--- src/hdl/learning_switch_with_tcp_flow_events_defines.svh ---
// Assertion macros for the learning switch block.
// Included by the top level; needs nothing else.
`ifndef LEARNING_SWITCH_WITH_TCP_FLOW_EVENTS_DEFINES_SVH
`define LEARNING_SWITCH_WITH_TCP_FLOW_EVENTS_DEFINES_SVH

// Implication checked in the same cycle.
`define LSW_ASSERT_NOW(label, clk, rst_n, ante, cons, msg) \
    label: assert property (@(posedge clk) disable iff (!rst_n) (ante) |-> (cons)) \
        else $error(msg);

// Implication checked in the next cycle.
`define LSW_ASSERT_NEXT(label, clk, rst_n, ante, cons, msg) \
    label: assert property (@(posedge clk) disable iff (!rst_n) (ante) |=> (cons)) \
        else $error(msg);

`endif

--- src/hdl/lsw_pkg.sv ---
// Shared types and constants of the learning switch.
// No dependencies.
`default_nettype none
package lsw_pkg;
    localparam logic [15:0] ETHERTYPE_IPV4 = 16'h0800;
    localparam logic [7:0]  PROTO_TCP      = 8'd6;
    localparam int          FLAG_FIN       = 0;
    localparam int          FLAG_SYN       = 1;
    localparam int          FLAG_RST       = 2;
    localparam int          GROUP_BIT      = 40;

    typedef enum logic [1:0] {
        KIND_SYN = 2'd0,
        KIND_FIN = 2'd1,
        KIND_RST = 2'd2
    } t_kind;

    typedef enum logic [4:0] {
        S_IDLE   = 5'b00001,
        S_SCAN   = 5'b00010,
        S_UPDATE = 5'b00100,
        S_READ   = 5'b01000,
        S_RESULT = 5'b10000
    } t_state;

    // Classified request handed from the front to the back.
    typedef struct packed {
        logic [47:0] dmac;
        logic [47:0] smac;
        logic [7:0]  port;
        logic        dmac_group;
        logic        smac_group;
        logic        event_valid;
        logic [1:0]  event_kind;
        logic [31:0] low_address;
        logic [31:0] high_address;
        logic [31:0] event_seconds;
        logic [29:0] event_nanoseconds;
    } t_job;
endpackage
`default_nettype wire

--- src/hdl/lsw_front.sv ---
// Front end: classifies each request and holds it in a two-entry queue.
// Depends on lsw_pkg.
`default_nettype none
module lsw_front (
    input  wire             i_clk,
    input  wire             i_rst_n,
    input  wire             i_valid,
    output logic            o_ready,
    input  wire  [261:0]    i_data,
    output logic            o_job_valid,
    output lsw_pkg::t_job   o_job,
    input  wire             i_job_pop
);
    lsw_pkg::t_job r_q [2];
    logic          r_wp, r_rp;
    logic [1:0]    r_cnt;
    lsw_pkg::t_job w_job;
    logic [31:0]   w_src, w_dst;
    logic [7:0]    w_flags;
    logic          w_push;

    assign w_src   = i_data[159:128];
    assign w_dst   = i_data[191:160];
    assign w_flags = i_data[199:192];

    always_comb begin
        w_job.dmac       = i_data[47:0];
        w_job.smac       = i_data[95:48];
        w_job.port       = i_data[103:96];
        w_job.dmac_group = i_data[lsw_pkg::GROUP_BIT];
        w_job.smac_group = i_data[48 + lsw_pkg::GROUP_BIT];
        w_job.event_valid = (i_data[119:104] == lsw_pkg::ETHERTYPE_IPV4)
            && (i_data[127:120] == lsw_pkg::PROTO_TCP)
            && (w_flags[lsw_pkg::FLAG_SYN] || w_flags[lsw_pkg::FLAG_FIN]
                || w_flags[lsw_pkg::FLAG_RST]);
        if (w_flags[lsw_pkg::FLAG_SYN]) begin
            w_job.event_kind = lsw_pkg::KIND_SYN;
        end else if (w_flags[lsw_pkg::FLAG_FIN]) begin
            w_job.event_kind = lsw_pkg::KIND_FIN;
        end else begin
            w_job.event_kind = lsw_pkg::KIND_RST;
        end
        w_job.low_address       = (w_src < w_dst) ? w_src : w_dst;
        w_job.high_address      = (w_src < w_dst) ? w_dst : w_src;
        w_job.event_seconds     = i_data[231:200];
        w_job.event_nanoseconds = i_data[261:232];
        // zero the event fields when no event is reported
        if (!w_job.event_valid) begin
            w_job.event_kind        = lsw_pkg::KIND_SYN;
            w_job.low_address       = 32'd0;
            w_job.high_address      = 32'd0;
            w_job.event_seconds     = 32'd0;
            w_job.event_nanoseconds = 30'd0;
        end
    end

    assign o_ready     = (r_cnt != 2'd2);
    assign w_push      = i_valid && o_ready;
    assign o_job_valid = (r_cnt != 2'd0);
    assign o_job       = r_q[r_rp];

    always_ff @(posedge i_clk) begin
        if (w_push) begin
            r_q[r_wp] <= w_job;
        end
    end

    always_ff @(posedge i_clk) begin
        if (!i_rst_n) begin
            r_wp  <= 1'b0;
            r_rp  <= 1'b0;
            r_cnt <= 2'd0;
        end else begin
            if (w_push) begin
                r_wp <= ~r_wp;
            end
            if (i_job_pop) begin
                r_rp <= ~r_rp;
            end
            r_cnt <= r_cnt + {1'b0, w_push} - {1'b0, i_job_pop};
        end
    end
endmodule
`default_nettype wire

--- config.mk ---
export PLATFORM = sky130hd
export DESIGN_NAME = lsw_front
export DESIGN_NICKNAME = d
export VERILOG_FILES = /design/src/hdl/learning_switch_with_tcp_flow_events_defines.svh /design/src/hdl/lsw_pkg.sv /design/src/hdl/lsw_front.sv
export SDC_FILE = /design/constraint.sdc
export NUM_CORES = 1
export LEC_CHECK = 0
export BUFFER_PORTS_ARGS = -buffer_cell sky130_fd_sc_hd__buf_2
export CAP_MARGIN = 20
export CORE_MARGIN = 3
export CORE_UTILIZATION = 50
export CTS_CLUSTER_DIAMETER = 60
export DETAILED_ROUTE_END_ITERATION = 6
export PLACE_DENSITY = 0.73
export SLEW_MARGIN = 20
export SYNTH_ARGS = -nofsm -noshare
export SYNTH_HDL_FRONTEND = slang
export SYNTH_SLANG_ARGS = --single-unit
--- constraint.sdc ---
create_clock -name i_clk -period 18.2 [get_ports i_clk]
set_input_delay 3.64 -clock i_clk [delete_from_list [all_inputs] [get_ports i_clk]]
set_output_delay 3.64 -clock i_clk [all_outputs]
set_load 0.01 [all_outputs]
After elaboration in Yosys (flattened, before gate mapping)
Memories as Yosys holds them, arrays and structs flattened. A register that Yosys moved wholly into a read port is not among the register bits.
Cells that the tools add are included.
- bits in registers: 4
- memory bits (writable): 470
- input port bits: 266
- output and inout port bits: 237
- logic and storage cells: 27
- memories: 1
- memory list (name ; depth ; width ; rd ports ; clocked after Yosys merged registers in ; wr ports ; RTL line ; source):
    r_q ; 2 ; 235 ; 1 ; 1 ; 1 ; lsw_front.sv:14 ; lsw_pkg::t_job r_q [2];
- add/subtract/negate cells: 2
- order comparisons: 1
- eq/ne operators: 3
- multiplexer cells: 9
- bitwise operators: 2
- reductions and logical operators: 6
- operators with widths (kind ; number):
    two-way mux 128 bit ; 1
    two-way mux 32 bit ; 2
    < comparator 32 bit ; 1
    == test 16 x 12 -> 1 bit (second input constant) ; 1
    == test 8 x 3 -> 1 bit (second input constant) ; 1
    two-way mux 1 bit ; 4
    two-way mux 2 bit ; 2
    logical AND 1 bit ; 3
    adder 2 x 1 -> 2 bit ; 1
    logical OR 1 bit ; 2
    != test 2 bit (second input constant) ; 1
    NOT 1 bit ; 2
    nonzero test 2 bit ; 1
    subtractor 2 x 1 -> 2 bit ; 1

Logic depth before layout (Yosys ltp)
Gate-level depths: netlist of the first run.
- depth after elaboration: 4
- gate-level depth with buffers: 9
- depth with buffers taken out: 8

Least setup slack after synthesis of the first run
Ideal clock, no wire load.
- kind: input port to flip-flop
- start: input i_valid
- end: register r_wp
- data arrival time: 14154 ps
- data required time: 18097 ps
- slack: 3942 ps
- stages on the path: 3
- buffers on the path: 0
- cells stage by stage: nand2_1 > nor2_1 > o21a_1
- longest elaborated chain between the ends: 1
- ends and longest elaborated chain (what ; RTL line ; source):
    start: declaration ; lsw_front.sv:7 ; input wire i_valid,
    logical AND 1 bit ; lsw_front.sv:58 ; assign w_push = i_valid && o_ready;
    end signal: assignment ; lsw_front.sv:75 ; r_wp <= ~r_wp;
    end: declaration ; lsw_front.sv:15 ; logic r_wp, r_rp;
Every way passes these cells.
A chain may end at the register's enable or synchronous reset.

==> results of run 1 <==
[cell usage in the layout, fill, tap and decap left out, types with 2 or more instances in the layout]
cell,netlist,layout
nand2_1,62,62
clkinv_2,0,11
inv_1,34,34
o21a_1,4,4
clkbuf_16,0,50
nor2_1,3,2
nand4_1,5,5
mux2_2,233,233
nor3_1,2,2
clkinv_1,0,10
o21ai_1,10,10
and2_1,68,68
buf_4,3,12
mux2i_1,52,52
o21ai_0,4,4
xnor2_1,2,2
edfxtp_1,466,466
nand3_1,13,13
nor4_1,5,5
diode_2,0,13
ha_1,33,33
bufinv_16,0,5
or3_1,2,2
a21oi_1,21,21
clkbuf_1,38,8
buf_2,4,497
dfxtp_1,5,4
a21o_1,2,2
nand2b_1,2,2
[report_power, final]
group	switching [W]	internal, W	total (W)
clock network	0.000394	0.000572	0.000966
logic	0.000275	0.000195	0.000471
registers	0.0000315	0.00136	0.00139
total	0.000700	0.00213	0.00283
[metal layers]
metal	part of all wire	track usage
met1	0.36	0.241
met2	0.50	0.360
met3	0.10	0.0892
met4	0.033	0.0745
met5	0.0030	0
[flip-flops by register name, indices dropped and copies added (netlist names), named ones only]
| register | cells |
|---|---|
| r_rp | 1 |
| r_q | 466 |
| r_wp | 1 |
| r_cnt | 2 |
[kinds of logic after synthesis]
logic type      Yosys count
mux                     285
fa+ha+maj                33
flops                   471
buf+inv                  86
xor+xnor                  3
simple gates            170
compound gates           50
[critical path, delay by kind of cell (launching register included)]
kind	cells	cell delay, ns
multiplexers	1	0.46
buffers and inverters	3	1.87
flip-flops	1	0.50
[through the flow]
stage	std cells	util	setup WS [ns]	power (W)
floorplan	1098	-	3.94	0.00173
global placement	2067	0.589	11.34	0.00188
detailed placement	2067	0.589	11.34	0.00189
CTS	2153	0.630	10.94	0.00286
global route	2164	0.631	10.81	0.00295
finish	2167	0.631	10.98	0.00283
[worst paths after layout]
kind | from | end | cells past startpoint | slack, ns
worst max register to register | r_cnt[0] | r_q[1][55] | 4 | 14.99
worst min-delay path | r_rp | register | 2 | 0.58
worst max-delay path | register | o_job[227] | 4 | 10.98
worst min register to register | r_rp | register | 2 | 0.58
[area by class of cell]
type | instances | area share
antenna | 13 | 0.00136
clock buffer | 58 | 0.0536
clock inverter | 28 | 0.0118
inverter | 35 | 0.00555
multi-input combinational | 541 | 0.202
sequential | 471 | 0.590
tap | 511 | 0.0268
timing repair buffer | 510 | 0.109
==> Implementation_results.wiki, run 1 <==
{| class="wikitable"
! Metric !! Value
|-
| Run status || finished clean
|-
| Combinational family with the most area after synthesis || multiplexers
|-
| Adder-cell area share of the yosys netlist || 0.0214
|-
| I/O Buffers || 497
|-
| Transition at the pin with the smallest max-transition slack || 1.06 ns
|-
| Category of the most critical setup path || reg2out
|-
| Multi-input logic area || 4830 um2
|-
| GP Congestion || 0.803
|-
| Detailed-route wire length per cell || 20.4 um
|-
| DRT Pass-1 Iters || 5
|-
| Placeable core region || 37,800 um2
|-
| Final setup TNS || 0 ns
|-
| Cell with the most instances on the worst path || buf_4
|-
| Yosys Warn Count || 0
|-
| Crit end category || primary output
|-
| Maximum number of pins on one net before global-route repair || 76
|-
| Sinks on the clock net || 471
|-
| Top cell types by occurrence after synthesis || 466 x edfxtp_1, 233 x mux2_2, 68 x and2_1
|-
| Max clock buf depth || 3
|-
| DPL Wire Length || 30,300 um
|-
| Most instantiated library cell after synthesis || edfxtp_1
|-
| Initial cell density of the core || 0.510
|-
| Critical-path maximum fanout || 74
|-
| Share of final-layout standard cells stronger than drive strength 1 || 0.499
|-
| Number of buffers inserted for hold repair after clock tree synthesis || 0
|-
| Final hold viol count || 0
|-
| Wire length of the first global-routing pass || 66,800 um
|-
| Area growth from synthesis to final layout || 23.9%
|-
| Via total after detailed routing || 11,200
|-
| Peak VDD IR || 0.0000805 V
|-
| Cell count after synthesis || 1,098
|-
| Critical path's largest stage delay || 0.92 ns
|-
| Number of synthesized flops with an enable pin || 466
|-
| Sequential Area || 14,100 um2
|-
| Full die area || 41,000 um2
|-
| Post-synthesis share of cell area spent on xor and xnor gates || 0.00136
|-
| Final routed DRC violation total || 0
|-
| Fmax || 0.138 GHz
|-
| CTS H-Tree Depth || 2
|-
| Worst Hold Slack || 0.577 ns
|-
| Routed WL || 44,200 um
|-
| Sequence of cells on the critical path || buf_4 > buf_4 > mux2_2 > buf_2
|-
| Post-CTS Setup Repair Bufs || 0
|-
| I/O pin total || 503
|-
| Data required time at the worst endpoint || 14.56 ns
|-
| Fin. max-slew vios || 0
|-
| Top cells by area, synth || edfxtp_1 73%, mux2_2 14%, mux2i_1 2.7%
|-
| Number of antenna violations at the first check in global routing || 21
|-
| Standard-cell rows || 71
|-
| Cell Pwr Density || 118 nW/um2
|-
| Setup repair after global routing missed its margin || false
|-
| Mapped Avg Cell Area || 17.6 um2
|-
| Vias per Instance || 5.18
|-
| Compound-Gate Fraction of Synth Area || 0.0168
|-
| Largest area contributor in the synthesized netlist || edfxtp_1
|-
| Clock buffer count from CTS || 49
|-
| Final setup violation count || 0
|-
| Worst hold path type || reg2reg
|-
| Clock tree from TritonCTS || yes
|-
| Number of DRC markers after the initial detailed-route iteration || 596
|-
| Kind of start point of the critical path || register
|-
| Share of cell area taken by muxes after synthesis || 0.163
|-
| Main flop type after synthesis || edfxtp_1
|-
| Minimum clock period || 7.22 ns
|-
| Synthesized-area fraction occupied by and/or/nand/nor cells || 0.0470
|-
| Number of nets in the finished design || 1,907
|-
| Distinct cells, synth || 45
|-
| Share of the synthesized area in the top cell type || 0.726
|-
| Via count of the first global-routing pass || 11,700
|-
| Fraction of registers with async set or reset after synthesis || 0
|-
| Reported leakage power || 9.30 nW
|-
| Placed Area || 22,300 um2
|-
| Mapped cell area || 19,300 um2
|-
| Width of the die || 202 um
|-
| Antenna Nets Post-Route || 0
|-
| Max_slew headroom || 0.293
|-
| Cts repair resizes || 0
|-
| Number of maximum-capacitance violations || 0
|-
| Root cell of the clock tree || clkbuf_16
|-
| Post-CTS clock slew at the launch and capture registers of the worst setup and hold paths || 0.06 ns
|-
| Post-route fraction of the period consumed by the critical path || 0.397
|-
| Slowest cell on the critical path || buf_4
|-
| Overall global routing resource usage || 0.212
|-
| Number of inserted filler cells in the final layout || 2,850
|-
| Height of the chip || 202 um
|-
| GRT overflow || 0
|-
| Count of state elements after synthesis || 471
|-
| Final setup skew || 0.00981 ns
|-
| CP arrival || 3.58 ns
|-
| Mapped Nets || 1,397
|-
| Insertion delay to the later sink of the worst-skew pair || 0.58 ns
|-
| Share of synthesized area occupied by flip-flops and latches || 0.731
|-
| Final instance area || 23,900 um2
|}
Power figures use the tool's default switching activity.
==> run 2, diff against run 1 <==
clock period = 7.3 ns   (was 18.2 ns; I/O delays follow)
==> run 2 against run 1 <==
Net effect:
- sequential share of layout area up 0.12 points
- sequential cell count unchanged
- routed wire length down 0.57%
- hold slack worse by 0.0082 ns
- count of clock-buffer cells in the layout down 6
- total power up 150%
- non-clock buffer count down 4
- cell count down 0.32%
- global-route usage down 0.36 points
- clock power up 140%
- critical endpoint is now o_job[63]
- largest cell class unchanged
==> Implementation_results.wiki, run 2 (synthesis results as in run 1) <==
{| class="wikitable"
! Metric !! Value
|-
| Final setup violation count || 0 (unchanged)
|-
| Crit end category || primary output (unchanged)
|-
| Reported leakage power || 9.27 nW (was 9.30 nW)
|-
| Slowest cell on the critical path || dfxtp_4 (was buf_4)
|-
| Final setup TNS || 0 ns (unchanged)
|-
| Final hold viol count || 0 (unchanged)
|-
| Via count of the first global-routing pass || 11,600 (was 11,700)
|-
| Initial cell density of the core || 0.510 (unchanged)
|-
| Full die area || 41,000 um2 (unchanged)
|-
| Sequence of cells on the critical path || buf_12 > mux2_2 > buf_2 (was buf_4 > buf_4 > mux2_2 > buf_2)
|-
| Share of final-layout standard cells stronger than drive strength 1 || 0.497 (was 0.499)
|-
| Top Registers || r_q: 466 flops, r_cnt: 2 flops (unchanged)
|-
| Largest Register || r_q (unchanged)
|-
| Insertion delay to the later sink of the worst-skew pair || 0.57 ns (was 0.58 ns)
|-
| Clock buffer count from CTS || 49 (unchanged)
|-
| Width of the die || 202 um (unchanged)
|-
| Setup repair after global routing missed its margin || false (unchanged)
|-
| DRT Pass-1 Iters || 4 (was 5)
|-
| Leading cell type in the layout, fill and taps excluded || buf_2 (unchanged)
|-
| Max reg flops || 466 (unchanged)
|-
| Run status || finished clean (unchanged)
|-
| Post-CTS Setup Repair Bufs || 0 (unchanged)
|-
| Category of the most critical setup path || reg2out (unchanged)
|-
| Critical path's largest stage delay || 0.55 ns (was 0.92 ns)
|-
| Post-CTS clock slew at the launch and capture registers of the worst setup and hold paths || 0.06 ns (about the same)
|-
| Commonest cells after routing, fill and taps aside || 497 x buf_2, 466 x edfxtp_1, 233 x mux2_2, 68 x and2_1, 62 x nand2_1 (unchanged)
|-
| DPL Wire Length || 29,500 um (was 30,300 um)
|-
| Cell Pwr Density || 294 nW/um2 (was 118 nW/um2)
|-
| Number of antenna violations at the first check in global routing || 19 (was 21)
|-
| GP Congestion || 0.802 (was 0.803)
|-
| Data required time at the worst endpoint || 5.84 ns (was 14.56 ns)
|-
| Worst Hold Slack || 0.569 ns (was 0.577 ns)
|-
| CTS H-Tree Depth || 2 (unchanged)
|-
| Max_slew headroom || 0.0762 (was 0.293)
|-
| CP arrival || 2.54 ns (was 3.58 ns)
|-
| Max clock buf depth || 3 (unchanged)
|-
| Fmax || 0.250 GHz
|-
| Standard-cell rows || 71 (unchanged)
|-
| Maximum number of pins on one net before global-route repair || 176 (was 76)
|-
| Kind of start point of the critical path || register (unchanged)
|-
| Detailed-route wire length per cell || 20.4 um (about the same)
|-
| Peak VDD IR || 0.000263 V (was 0.0000805 V)
|-
| Antenna Nets Post-Route || 0 (unchanged)
|-
| Placeable core region || 37,800 um2 (unchanged)
|-
| Final setup skew || 0.0164 ns (was 0.00981 ns)
|-
| Vias per Instance || 5.20 (was 5.18)
|-
| I/O Buffers || 497 (unchanged)
|-
| GRT overflow || 0 (unchanged)
|-
| Number of buffers inserted for hold repair after clock tree synthesis || 0 (unchanged)
|-
| Area growth from synthesis to final layout || 23.6% (was 23.9%)
|-
| Sinks on the clock net || 471 (unchanged)
|-
| I/O pin total || 503 (unchanged)
|-
| Number of DRC markers after the initial detailed-route iteration || 714 (was 596)
|-
| Fin. max-slew vios || 0 (unchanged)
|-
| Post-route fraction of the period consumed by the critical path || 0.547
|-
| Height of the chip || 202 um (unchanged)
|-
| Critical-path maximum fanout || 148 (was 74)
|-
| Number of maximum-capacitance violations || 0 (unchanged)
|-
| Final routed DRC violation total || 0 (unchanged)
|-
| Cts repair resizes || 0 (unchanged)
|-
| Clock tree from TritonCTS || yes (unchanged)
|-
| Wire length of the first global-routing pass || 65,900 um (was 66,800 um)
|-
| Via total after detailed routing || 11,200 (about the same)
|-
| Transition at the pin with the smallest max-transition slack || 1.39 ns (was 1.06 ns)
|-
| Routed WL || 44,000 um (was 44,200 um)
|-
| Worst hold path type || reg2reg (unchanged)
|-
| Minimum clock period || 4.00 ns
|-
| Overall global routing resource usage || 0.208 (was 0.212)
|-
| Root cell of the clock tree || clkbuf_16 (unchanged)
|-
| Number of nets in the finished design || 1,903 (was 1,907)
|}
[run 2: path summary, 6_finish.rpt]
path | start | endpoint | slack [ns] | cells past startpoint
worst max register to register | r_cnt[0] | r_q[1][81] | 4.80 | 3
worst max-delay path | register | o_job[63] | 3.30 | 3
worst min-delay path | r_rp | register | 0.57 | 2
worst min register to register | r_rp | register | 0.57 | 2
[run 2: power by group]
group	leakage [nW]	switching (W)	internal (W)	total, W
Combinational	4.14	0.000681	0.000489	0.00117
Clock	0.742	0.000991	0.00136	0.00235
Sequential	4.39	0.0000803	0.00340	0.00348
[run 2: final cells by class]
type                    instances  area, um2
clock buffers                  52       1240
multi-input cells             541       4830
well taps                     511        639
repair buffers                506       2610
inverters                      35        133
flip-flops and latches        471      14100
diodes                         10       25.0
fillers                      2857      14000
clock inverters                34        278
[run 2: routing by layer]
layer | part of all wire | track usage
met1 | 0.36 | 0.237
met2 | 0.49 | 0.349
met3 | 0.10 | 0.0821
met4 | 0.038 | 0.0928
met5 | 0.0029 | 0
[run 2: worst max-delay path: cells and delay by family, from the launching register on]
kind	cells	cell delay (ns)
mux	1	0.42
flops	1	0.55
buf+inv	2	0.67
[run 2: stage by stage]
stage / total power, W / utilization / instance area, um2 / setup WS [ns] / instances
after floorplan: 0.00422 / - / 19300 / 1.85 / 1098
after global placement: 0.00468 / 0.589 / 22300 / 2.56 / 2063
after detailed placement: 0.00472 / 0.589 / 22300 / 2.49 / 2063
after CTS: 0.00709 / 0.629 / 23800 / 3.08 / 2149
after global routing: 0.00729 / 0.630 / 23800 / 3.20 / 2160
final: 0.00700 / 0.630 / 23800 / 3.30 / 2160
==> run 3, diff against run 2 <==
clock period = 4 ns   (was 7.3 ns; I/O delays follow)
==> run 3 against run 2 <==
Net effect:
- sequential power increased by 82%
- clock skew increased by 0.00050 ns
- count of clock-buffer cells in the layout increased by 6
- total power increased by 80%
- hold slack got worse by 0.14 ns
- setup slack got worse by 2.4 ns
- non-clock buffer count increased by 9
==> Implementation_results.wiki, run 3 (synthesis results as in run 1) <==
{| class="wikitable"
! Metric !! Value
|-
| Commonest cells after routing, fill and taps aside || 497 x buf_2, 466 x edfxtp_1, 233 x mux2_2, 68 x and2_1, 61 x nand2_1 (was 497 x buf_2, 466 x edfxtp_1, 233 x mux2_2, 68 x and2_1, 62 x nand2_1)
|-
| Max reg flops || 466 (unchanged)
|-
| Reported leakage power || 9.30 nW (was 9.27 nW)
|-
| Fmax || 0.325 GHz
|-
| DRT Pass-1 Iters || 5 (was 4)
|-
| Family with the most delay on the worst path || flip-flops (was buffers and inverters)
|-
| Via count of the first global-routing pass || 11,700 (was 11,600)
|-
| Leading cell type in the layout, fill and taps excluded || buf_2 (unchanged)
|-
| Vias per Instance || 5.23 (was 5.20)
|-
| Number of antenna violations at the first check in global routing || 12 (was 19)
|-
| DPL Wire Length || 30,500 um (was 29,500 um)
|-
| Dpl cells || 2,072 (was 2,063)
|-
| Insertion delay to the later sink of the worst-skew pair || 0.56 ns (was 0.57 ns)
|-
| Final routed DRC violation total || 0 (unchanged)
|-
| Setup repair after global routing missed its margin || false (unchanged)
|-
| Peak VDD IR || 0.000326 V (was 0.000263 V)
|-
| Post-route fraction of the period consumed by the critical path || 0.770
|-
| Width of the die || 202 um (unchanged)
|-
| Height of the chip || 202 um (unchanged)
|-
| Critical path's largest stage delay || 0.74 ns (was 0.55 ns)
|-
| Final Total Pwr || 0.0126 W (was 0.00700 W)
|-
| Largest Register || r_q (unchanged)
|-
| Post-CTS Setup Repair Bufs || 0 (unchanged)
|-
| Critical-path maximum fanout || 37 (was 148)
|-
| GP Congestion || 0.812 (was 0.802)
|-
| Routed WL || 44,200 um (was 44,000 um)
|-
| CTS H-Tree Depth || 2 (unchanged)
|-
| Final setup violation count || 0 (unchanged)
|-
| Detailed-route wire length per cell || 20.4 um (about the same)
|-
| Maximum number of pins on one net before global-route repair || 143 (was 176)
|-
| Worst hold path type || in2reg (was reg2reg)
|-
| Wire length of the first global-routing pass || 66,400 um (was 65,900 um)
|-
| Final std cells w/o fill || 2,165 (was 2,160)
|-
| Max_slew headroom || 0.429 (was 0.0762)
|-
| Post-CTS clock slew at the launch and capture registers of the worst setup and hold paths || 0.06 ns (about the same)
|-
| Number of nets in the finished design || 1,911 (was 1,903)
|-
| Slowest cell on the critical path || dfxtp_4 (unchanged)
|-
| GRT overflow || 0 (unchanged)
|-
| Kind of start point of the critical path || register (unchanged)
|-
| Overall global routing resource usage || 0.210 (was 0.208)
|-
| Via total after detailed routing || 11,300 (was 11,200)
|-
| Max clock buf depth || 3 (unchanged)
|-
| Minimum clock period || 3.08 ns
|-
| Antenna Nets Post-Route || 0 (unchanged)
|-
| Number of DRC markers after the initial detailed-route iteration || 601 (was 714)
|-
| Final hold viol count || 0 (unchanged)
|-
| Root cell of the clock tree || clkbuf_16 (unchanged)
|-
| Data required time at the worst endpoint || 3.20 ns (was 5.84 ns)
|-
| Share of final-layout standard cells stronger than drive strength 1 || 0.498 (was 0.497)
|-
| Cts repair resizes || 0 (unchanged)
|-
| Initial cell density of the core || 0.510 (unchanged)
|-
| Final setup skew || 0.0169 ns (was 0.0164 ns)
|-
| Category of the most critical setup path || reg2out (unchanged)
|-
| Clock tree from TritonCTS || yes (unchanged)
|-
| Area growth from synthesis to final layout || 24.0% (was 23.6%)
|-
| Top Registers || r_q: 466 flops, r_cnt: 2 flops (unchanged)
|-
| Cell Pwr Density || 528 nW/um2 (was 294 nW/um2)
|-
| Final setup TNS || 0 ns (unchanged)
|-
| Standard-cell rows || 71 (unchanged)
|-
| Number of maximum-capacitance violations || 0 (unchanged)
|-
| Crit end category || primary output (unchanged)
|-
| CP arrival || 2.28 ns (was 2.54 ns)
|-
| Fin. max-slew vios || 0 (unchanged)
|-
| Sinks on the clock net || 471 (unchanged)
|-
| Placeable core region || 37,800 um2 (unchanged)
|-
| Run status || finished clean (unchanged)
|-
| Number of buffers inserted for hold repair after clock tree synthesis || 0 (unchanged)
|-
| Sequence of cells on the critical path || buf_4 > mux2_2 > buf_2 (was buf_12 > mux2_2 > buf_2)
|-
| I/O pin total || 503 (unchanged)
|-
| Full die area || 41,000 um2 (unchanged)
|-
| Critical path buffer and inverter count || 2 (unchanged)
|-
| Transition at the pin with the smallest max-transition slack || 0.857 ns (was 1.39 ns)
|-
| I/O Buffers || 497 (unchanged)
|-
| Clock buffer count from CTS || 48 (was 49)
|}
[run 3: cell types whose count changed in the layout (fill, tap and decap cells not counted), sizes merged, moves of 2 or more]
cell and delta:
bufinv -2, clkbuf +6, diode -2, clkinv -6
buf +9
[run 3: routing by layer]
metal | share of wire | up-vias | GRT usage
met5 | 0.0017 | - | 0
met4 | 0.034 | 10 | 0.0901
met3 | 0.095 | 98 | 0.0762
met2 | 0.51 | 422 | 0.360
met1 | 0.36 | 5567 | 0.239
li1 | - | 5217 | -
[run 3: worst register-to-register path: stages (launching register included)]
cell,delay [ns]
dfxtp_1,0.35
nand2b_1,0.26
and3_4,0.59
buf_4,0.47
[run 3: worst paths after layout]
check / startpoint / endpoint / slack, ns / cells after the start
worst max-delay path: register / o_job[2] / 0.92 / 3
worst min-delay path: i_data[98] / r_q[0][133] / 0.43 / 1
worst max register to register: r_cnt[0] / r_q[1][172] / 1.98 / 3
worst min register to register: r_rp / register / 0.58 / 2
[run 3: stage by stage]
stage	util	cell area, um2	hold slack [ns]	worst slack [ns]
3_3_place_gp	0.593	22400	0.561	0.273
6_report	0.632	23900	0.428	0.922
5_1_grt	0.632	23900	0.400	0.804
4_1_cts	0.631	23900	0.386	0.844
2_1_floorplan	-	19300	0.555	-0.724
3_5_place_dp	0.593	22400	0.578	0.232
[run 3: area by class of cell]
class	count	area, um2
sequential	471	14100
inverter	35	133
tap	511	639
multi-input combinational	541	4840
timing repair buffer	515	2750
clock inverter	26	176
clock buffer	58	1260
antenna	8	20.0
fill	2796	13900
[run 3: power breakdown]
group | internal [W] | switching, W
clock network | 0.00236 | 0.00175
logic | 0.000920 | 0.00125
registers | 0.00619 | 0.000155
